`src/brcr_ram.sv`:
```
// Generic simple dual-port RAM with one write port and one registered read port.
// No dependencies.
module brcr_ram #(
  parameter int WIDTH = 8,
  parameter int DEPTH = 2
) (
  input  logic                     clk,
  input  logic                     we,
  input  logic [$clog2(DEPTH)-1:0] waddr,
  input  logic [WIDTH-1:0]         wdata,
  input  logic [$clog2(DEPTH)-1:0] raddr,
  output logic [WIDTH-1:0]         rdata
);

  logic [WIDTH-1:0] mem [DEPTH];

  always_ff @(posedge clk) begin
    if (we) begin
      mem[waddr] <= wdata;
    end
    rdata <= mem[raddr];
  end

endmodule

```
`config.mk`:
```
export PLATFORM = sky130hd
export DESIGN_NAME = brcr_ram
export DESIGN_NICKNAME = d
export VERILOG_FILES = /design/src/brcr_ram.sv
export SDC_FILE = /design/constraint.sdc
export NUM_CORES = 1
export LEC_CHECK = 0
export ABC_AREA = 1
export BUFFER_PORTS_ARGS = -buffer_cell sky130_fd_sc_hd__buf_2
export CAP_MARGIN = 20
export CORE_UTILIZATION = 30
export CTS_CLUSTER_DIAMETER = 60
export DETAILED_ROUTE_END_ITERATION = 6
export PLACE_DENSITY = 0.5
export SLEW_MARGIN = 10
export SYNTH_ARGS = -nofsm -noshare
export SYNTH_HDL_FRONTEND = slang
export SYNTH_SLANG_ARGS = --single-unit
```
`constraint.sdc`:
```
create_clock -name clk -period 1.93 [get_ports clk]
set_input_delay 0.2895 -clock clk [delete_from_list [all_inputs] [get_ports clk]]
set_output_delay 0.2895 -clock clk [all_outputs]
set_load 0.01 [all_outputs]
```
# Word-level counts from Yosys, hierarchy flattened
# Memory sizes are Yosys's and may differ from the RTL's. A register that Yosys moved wholly into a read port is not among the register bits.
# Cells that the tools add are included.
# classes
n_mux,2
# op_table
cell,count
2-to-1 mux 1 bit,2
# totals
input_bits,12
reg_bits,0
memories,1
mem_bits_rw,16
# mem_list
name,words,width,rd,rd_clocked_by_memory_dff,wr,line,source
mem,2,8,1,1,1,15,logic [WIDTH-1:0] mem [DEPTH];

# Longest topological paths before layout
# logic_depth
word_depth,2
mapped_depth,4
mapped_depth_nobuf,3

# Worst setup path after synthesis
# No wires, ideal clock.
# synth_timing
path_type,input port to flip-flop
start,in we
end,mem mem[0][0] (enable)
stages,2
arrival_ns,0.678
setup_time_ns,0.371
slack_ns,0.881
required_ns,1.559
cell_sequence,inv_1 nor2_1
# synth_between
elab_chain_cells,2
# synth_rtl
element,line,source
start: declaration,8,"input logic we,"
2-to-1 mux 1 bit,18,if (we) begin
2-to-1 mux 1 bit (implied by the code),19,mem[waddr] <= wdata;
end: declaration,15,
# No other way between the ends.

# Worst setup path in the final report
# layout_timing
start,reg rdata[5] (read register of mem)
end,out rdata[5]
# layout_rtl
element,line,source
start: declaration,12,output logic [WIDTH-1:0] rdata
# No word-level cell between the ends.

==> out/qor.yml <==
viasPerCell: 4.10
grt_pass1_vias: 408
slowest_stage: "dfxtp_1"
portBuffers: 19
final_nets: 90
cts_tree: "done"
min_from: "wdata[4]"
postRouteAntennaNets: 0
wl_per_cell_um: 9.92
max_stage_delay_ns: 0.33
hold_end: "mem[1][4]"
setup_violations: 0
rows: 17
outcome: "completed"
power_density_nw_per_um2: 954
cp.required_ns: 1.64
dr.pass1.iters: 4
syn_inst: 54
clk_pin_slew_ns: 0.13
r2r-end: "rdata[7]"
cts_root_buffer: "clkbuf_4"
die_h_um: 52.4
syn_nets: 66
ys.warnings.count: 0
reg2reg_from: "mem[1][7]"
yosysSeqAreaShare_pct: 84.2
clk_latency_ns: 0.30
diodes: 0
synth.distinct_cells: 7
grt_usage_pct: 9.33
r2r_slack_ns: 1.32
critical_path.top_delay_family: "flip-flops"
drtIter0Drc: 1
place_area_um2: 887
worst-path-buf-inv: 1
start_kind: "register"
ys_ff_latch: 24
grt_max_degree: 14
cts.sinks: 24
fmax_ghz: 0.963
cts_hold_buffers: 0
cts_resized: 0
grt_pass1_wl_um: 1700
finalWirelength_um: 1040
ioPinCount: 20
place_hpwl_um: 746
path_class: "register to primary output"
finalWeightedCongestion: 0.619
initial_core_util_pct: 33.1
fillers: 237
dr_total_vias: 431
fin_area_um2: 913
max_cap_violations: 0
syn_area_per_cell_um2: 14.1
total_power_uw: 872
cp.depth: 1
peakVddDrop_mv: 0.500
drv_slew: 0
drive_gt1_share_pct: 31.2
fin_crit_sh_pct: 53.8
critPathArrivalTime_ns: 0.75
fin_crit_ns: 1.04
overflow: 0
die_area_um2: 2740
cts_setup_buffers: 0
cts_made_buffers: 3
cp_cell_sequence: "buf_2"
syn_area_um2: 761
syn2layout_area_growth_pct: 20.1
min_path_type: "input port to register"
cp_max_fo: 1
coreArea_um2: 2300
max_slew.worst_pin.slew_ns: 0.299
route.detailed.drc: 0
die_w_um: 52.4
final-hold-violation-count: 0
slew_headroom_pct: 80.0
grt_antenna_before_repair: 0
htreeDepth: 1
worst_clock_skew_ns: 0.00770
rsz0062_at_grt: "false"
clk_path_buf_depth: 2
r2r.worst_path.cells: 2
leakage_uw: 0.000406
hold_depth: 1
fin_setup_tns_ns: 0
cp-end-kind: "primary output"
==> cell usage after synthesis, drive strengths merged <==
cell	instances	share of area [%]
nand2	25	12
edfxtp	16	63
dfxtp	8	21
inv	3	1.5
buf	1	1.5
nor2	1	0.49
==> sequential cells by signal, summed over array words and instances, names as in the netlist <==
signal,cells
rdata,8
mem,16
==> cells by family after synthesis <==
kind of cell | synth area share [%]
buffers and inverters | 2.96
DFF | 84.2
and+or+nand+nor | 12.8
==> layout by cell type, fill, tap and decap left out <==
cell	count
inv_2	1
clkbuf_4	3
clkinv_1	1
buf_4	1
nand2_1	25
edfxtp_1	16
inv_1	2
dfxtp_1	8
buf_2	19
nor2_1	1
==> layer usage <==
layer | GRT usage, % | vias up | wire length (um)
met5 | 0 | - | 0
met2 | 14.3 | 14 | 538
met1 | 10.6 | 195 | 422
met4 | 9.21 | 0 | 27
li1 | - | 220 | -
met3 | 1.74 | 2 | 53
==> power breakdown <==
part / switching (uW) / internal (uW) / leakage (uW)
Combinational: 37.2 / 26.4 / 0.000173
Clock: 138 / 75.4 / 0.0000154
Sequential: 7.62 / 588 / 0.000218
==> metrics by stage <==
stage          instances  hold slack, ns  util, %  setup slack [ns]
2_1_floorplan         54           0.388        -             0.881
3_3_place_gp         101           0.417     38.6             0.955
5_1_grt              105           0.144     39.8             0.829
4_1_cts              105           0.151     39.8             0.873
3_5_place_dp         101           0.424     38.6             0.939
6_report             105           0.162     39.8             0.892
==> worst max path at each step <==
stage / from / endpoint / slack [ns]
finish: rdata[5] / rdata[5] / 0.89
global route: rdata[5] / rdata[5] / 0.83
CTS: rdata[5] / rdata[5] / 0.87
detailed placement: waddr / mem[1][7] / 0.94
global placement: waddr / mem[1][6] / 0.96
floorplan: we / mem[0][0] / 0.88
==> final cells by class <==
type	instances	area [um2]	area share [%]
tap	28	35.0	3.84
inverter	3	11.3	1.23
clock inverter	1	3.75	0.411
sequential	24	641	70.1
clock buffer	3	22.5	2.47
timing repair buffer	20	103	11.2
multi-input combinational	26	97.6	10.7
Power figures use the tool's default switching activity.
