==> src/brcr_pkg.sv <==
// Package for the block read cache tag and slot manager.
// Holds the request and result word types, their codes and the default sizes.
// No dependencies.
package brcr_pkg;

  localparam int BLOCK_BYTES_DEF  = 4096;
  localparam int STORE_BLOCKS_DEF = 2048;
  localparam int CACHE_SLOTS_DEF  = 512;

  localparam int MAX_RESULTS = 17;
  localparam int N_W         = 5;
  localparam int BLK_W       = 18;

  localparam logic [15:0] LFSR_SEED = 16'hACE1;
  localparam logic [15:0] LFSR_TAPS = 16'hB400;

  typedef enum logic {
    CMD_READ  = 1'b0,
    CMD_INVAL = 1'b1
  } cmd_t;

  typedef enum logic [1:0] {
    KIND_HIT    = 2'd0,
    KIND_MISS   = 2'd1,
    KIND_BYPASS = 2'd2,
    KIND_INVAL  = 2'd3
  } kind_t;

  typedef struct packed {
    cmd_t        cmd;
    logic [15:0] start_block;
    logic [19:0] byte_offset;
    logic [15:0] byte_count;
  } req_t;

  typedef struct packed {
    kind_t       kind;
    logic [15:0] block_no;
    logic [8:0]  slot;
    logic [11:0] offset_in_block;
    logic [15:0] piece_bytes;
    logic        last;
  } rsp_t;

endpackage

==> src/brcr_rem.sv <==
// Remainder of a word by a constant divisor, used to pick a victim slot.
// A power-of-two divisor gives a registered mask of the low bits; otherwise the result of a
// reciprocal multiplication is registered and then one correcting subtraction is registered. Depends on brcr_pkg.
module brcr_rem
  import brcr_pkg::*;
#(
  parameter int WIDTH   = 16,
  parameter int DIVISOR = CACHE_SLOTS_DEF
) (
  input  logic                       clk,
  input  logic                       rst,
  input  logic                       go,
  input  logic [WIDTH-1:0]           value,
  output logic                       done,
  output logic [$clog2(DIVISOR)-1:0] rem
);

  localparam int  RW      = $clog2(DIVISOR);
  localparam bit  IS_POW2 = (DIVISOR & (DIVISOR - 1)) == 0;

  generate
    if (IS_POW2) begin : g_mask
      logic [RW-1:0] acc;

      always_ff @(posedge clk) begin
        if (rst) begin
          done <= 1'b0;
        end else begin
          done <= go;
        end
      end

      always_ff @(posedge clk) begin
        if (go) begin
          acc <= value[RW-1:0];
        end
      end

      assign rem = acc;
    end else begin : g_recip
      localparam int          PW    = WIDTH + 32;
      localparam logic [31:0] RECIP = 32'((64'd1 << 32) / DIVISOR);

      logic [WIDTH-1:0] val;
      logic [WIDTH-1:0] quo;
      logic [PW-1:0]    prod;
      logic [WIDTH-1:0] part;
      logic [WIDTH-1:0] fixed;
      logic [RW-1:0]    acc;
      logic             run;

      // The estimated quotient is at most one below the true one.
      assign prod  = PW'(value) * PW'(RECIP);
      assign part  = val - WIDTH'(quo * DIVISOR);
      assign fixed = (part >= WIDTH'(DIVISOR)) ? part - WIDTH'(DIVISOR) : part;

      always_ff @(posedge clk) begin
        if (rst) begin
          run  <= 1'b0;
          done <= 1'b0;
        end else begin
          run  <= go;
          done <= run;
        end
      end

      always_ff @(posedge clk) begin
        if (go) begin
          val <= value;
          quo <= prod[PW-1:32];
        end
        if (run) begin
          acc <= fixed[RW-1:0];
        end
      end

      assign rem = acc;
    end
  endgenerate

endmodule

==> config.mk <==
export PLATFORM = sky130hd
export DESIGN_NAME = brcr_rem
export DESIGN_NICKNAME = d
export VERILOG_FILES = /design/src/brcr_pkg.sv /design/src/brcr_rem.sv
export SDC_FILE = /design/constraint.sdc
export NUM_CORES = 1
export LEC_CHECK = 0
export BUFFER_PORTS_ARGS = -buffer_cell sky130_fd_sc_hd__buf_2
export CAP_MARGIN = 20
export CORE_AREA = 5 5 42 44
export DETAILED_ROUTE_END_ITERATION = 10
export DIE_AREA = 0 0 47 49
export HOLD_SLACK_MARGIN = 0.12
export PLACE_DENSITY = 0.62
export SETUP_SLACK_MARGIN = 0.4
export SLEW_MARGIN = 20
export SYNTH_ARGS = -nofsm -noshare
export SYNTH_HDL_FRONTEND = slang
export SYNTH_SLANG_ARGS = --single-unit
==> constraint.sdc <==
create_clock -name clk -period 0.8 [get_ports clk]
set_input_delay 0.16 -clock clk [delete_from_list [all_inputs] [get_ports clk]]
set_output_delay 0.16 -clock clk [all_outputs]
set_load 0.005 [all_outputs]
**Yosys cells after proc, flatten, opt, wreduce, memory -nomap -nowiden**

Cells that the tools add are included.
W data, S select, Z words.

- Output and inout port bits: 10
- Input port bits: 19
- Memories: 0
- Memory bits (read-only): 0
- Memory bits (writable): 0
- Bits in latches: 0
- Register bits after elaboration: 10

- $mul: 0
- Bitwise operators: 0
- Shift-type cells: 0
- Add/subtract/negate cells: 0
- Divide/modulo/power cells: 0
- Reductions and logical operators: 0
- Multiplexer cells: 0
- $lt $le $gt $ge: 0
- Equality and inequality tests: 0

**Depth between registers and ports, before layout**

- Depth after elaboration: 0
- Gate-level depth with buffers: 1
- Mapped depth without buffers: 1

**Worst setup path after synthesis**

Ideal clock, no wire load.

- Path type: reg-to-output
- Start point: register g_mask.acc[0] (netlist: rem[0])
- End point: output port rem[0]
- Path slack: 0.285 ns
- Data arrival time: 0.355 ns
- Cell stages (with the launch flop): 1
- Cells stage by stage: edfxtp_1

RTL lines:

| element | line | text |
|---|---|---|
| start: declaration | brcr_rem.sv:23 | `logic [RW-1:0] acc;` |
| start signal: assignment | brcr_rem.sv:35 | `acc <= value[RW-1:0];` |
| end: declaration | brcr_rem.sv:15 | `output logic [$clog2(DIVISOR)-1:0] rem` |

No word-level cell between the ends.

**Worst setup path after layout**

- Start point: register g_mask.acc[2] (netlist: rem[2])
- End point: output port rem[2]

No word-level cell between the ends.

==> impl_metrics.toml <==
[global_routing]
grt-ovfl-total = 0
grt_pass1_vias = 216
grt_max_degree = 11
grt_pass1_wl_um = 952
gr-usage-all-layers_pct = 6.70
antenna_found_initial = 0

[power]
p_total_mw = 1.06
leakage_nw = 0.205
pwr_density_cell_mw_per_mm2 = 2280
ir_drop_mv = 0.900

[clocking]
clk_pin_slew_worst_paths_ns = 0.07
cts_max_level = 1
cts_tree = "built"
cts_buffers = 3
ctsRootBufferMaster = "clkbuf_4"
cts_buffer_depth = 2
cts_sinks = 10
postCtsSetupRepairBufs = 0

[worst_setup_path]
crit_required_ns = 0.64
crit_fanout = 1
critPathLaunch = "rem[2]"
cp_cell_sequence = "buf_2"
worstSetupPathDepth = 1
crit_arrival_ns = 0.76
start_kind = "flop"
cp-endpoint = "rem[2]"
crit_path_end_kind = "output port"
crit_buf_inv = 1
crit_path_top_delay_cell = "edfxtp_1"
crit_type = "flop to output port"
cp_top_family = "flip-flops"
cpPeakStageDelay_ns = 0.36

[synthesis]
synth_compound_area_share_pct = 0
seq_area_frac_synth_pct = 95.5
synth_xor_area_share_pct = 0
postSynthAreaPerCell_um2 = 27.6
muxShareOfSynthArea_pct = 0
yosys.area.top_type = "edfxtp_1"
netlist_top_cells_area = "edfxtp_1, dfxtp_1, nor2b_4"
synth_top_family_by_area = "simple AND/OR/NAND/NOR gates"
synthAdderAreaFrac_pct = 0
netlist.area_leader.share_pct = 88.9
ys_warn_count = 0
synth_seq_cells = 10
synth_simple_gate_area_share_pct = 4.53
synthCells = 11
syn_nets = 30
synth.distinct_cells = 3
syn_area_um2 = 304

[layout]
fin_nets = 56
final_cell_mix = "buf_2, edfxtp_1, clkbuf_4"
area_growth_pct = 53.1
diodes = 0
drive_above_1_share_pct = 72.2
layout_commonest_cell = "buf_2"
final_core_util_pct = 33.2
nFillCells = 158

[drt]
drt-initial-drc-count = 1
routed_wirelength_um = 630
drc = 0
ant_nets = 0
drt-wirelength-per-cell_um = 12.1
drtPass1Iterations = 2
via_count = 200
vias_per_cell = 3.85

[worst_hold_path]
min_path_cells = 1
worst_hold_path_type = "primary input to flop"

[timing]
rsz0062_at_grt = "yes"
hold_violations = 0
worst_pin_slew_ns = 0.130
slew_headroom_pct = 91.3
tns_ns = -1.04
final_max_slew_viol_count = 0
worst_slack_ns = -0.123
fmax_mhz = 1080
min_period_ns = 0.923
fin_crit_sh_pct = 115
setup_viol = 10

[floorplan]
initial_core_util_pct = 21.7
die_h_um = 49
die_x_um = 47
core_mm2 = 0.00140
std_cell_rows = 14
io_pins = 29
die_area_mm2 = 0.00230

[place]
port_buffers = 21
pre_cts_slack_ns = 0.0883
routabilityCongestion = 0.604

[run_status]
status = "finished, violations left"
violations = "negative setup slack"

[run]
cap_violations = 0
==> sequential cells by signal, indices dropped and copies added, names as in the netlist <==
register	count
done	1
rem	9
==> repair_timing <==
| action | CTS | global route |
|---|---|---|
| resized for setup | 1 | 1 |
| pin swaps | 0 | 0 |
| setup endpoints to repair | 19 | 10 |
| cloned | 0 | 0 |
| endpoints found under the hold margin | 10 | 10 |
==> routing by layer <==
metal	up-vias	GRT usage (%)	part of all wire, %
met5	-	0	0
met4	0	4.15	0
met3	0	9.59	29
met2	24	6.79	35
met1	85	6.62	36
li1	91	-	-
==> cell type report <==
| class | count | area [um2] | share of cell area, % |
|---|---|---|---|
| clock buffers | 3 | 22.5 | 4.84 |
| flip-flops and latches | 10 | 292 | 62.6 |
| clock inverters | 1 | 3.75 | 0.806 |
| repair buffers | 21 | 114 | 24.5 |
| multi-input cells | 1 | 13.8 | 2.96 |
| well taps | 16 | 20.0 | 4.30 |
==> through the flow <==
step	cell area [um2]	hold slack, ns	cells
final	465	0.0642	52
after floorplan	305	0.217	11
after detailed placement	430	0.339	48
after global routing	465	0.0386	52
after CTS	459	0.0531	52
after global placement	430	0.337	48
==> synthesized netlist by cell type <==
| master | n |
|---|---|
| nor2b_4 | 1 |
| dfxtp_1 | 1 |
| edfxtp_1 | 9 |
==> worst min path at each step <==
stage	slack, ns	startpoint	endpoint
3_5_place_dp	0.34	value[0]	rem[0]
2_1_floorplan	0.22	rst	done
4_1_cts	0.05	value[0]	rem[0]
5_1_grt	0.04	value[2]	rem[2]
6_report	0.06	value[2]	rem[2]
3_3_place_gp	0.34	value[3]	rem[3]
==> kinds of logic (layout without fill, tap and decap cells) <==
family / after synthesis / count (layout)
buf+inv: 0 / 25
flops: 10 / 10
simple gates: 1 / 1
==> power breakdown <==
| part | internal [mW] | switching [mW] | total [mW] |
|---|---|---|---|
| clock network | 0.180 | 0.174 | 0.355 |
| logic | 0.0511 | 0.0367 | 0.0879 |
| registers | 0.613 | 0.00807 | 0.621 |
Power figures use the tool's default switching activity.
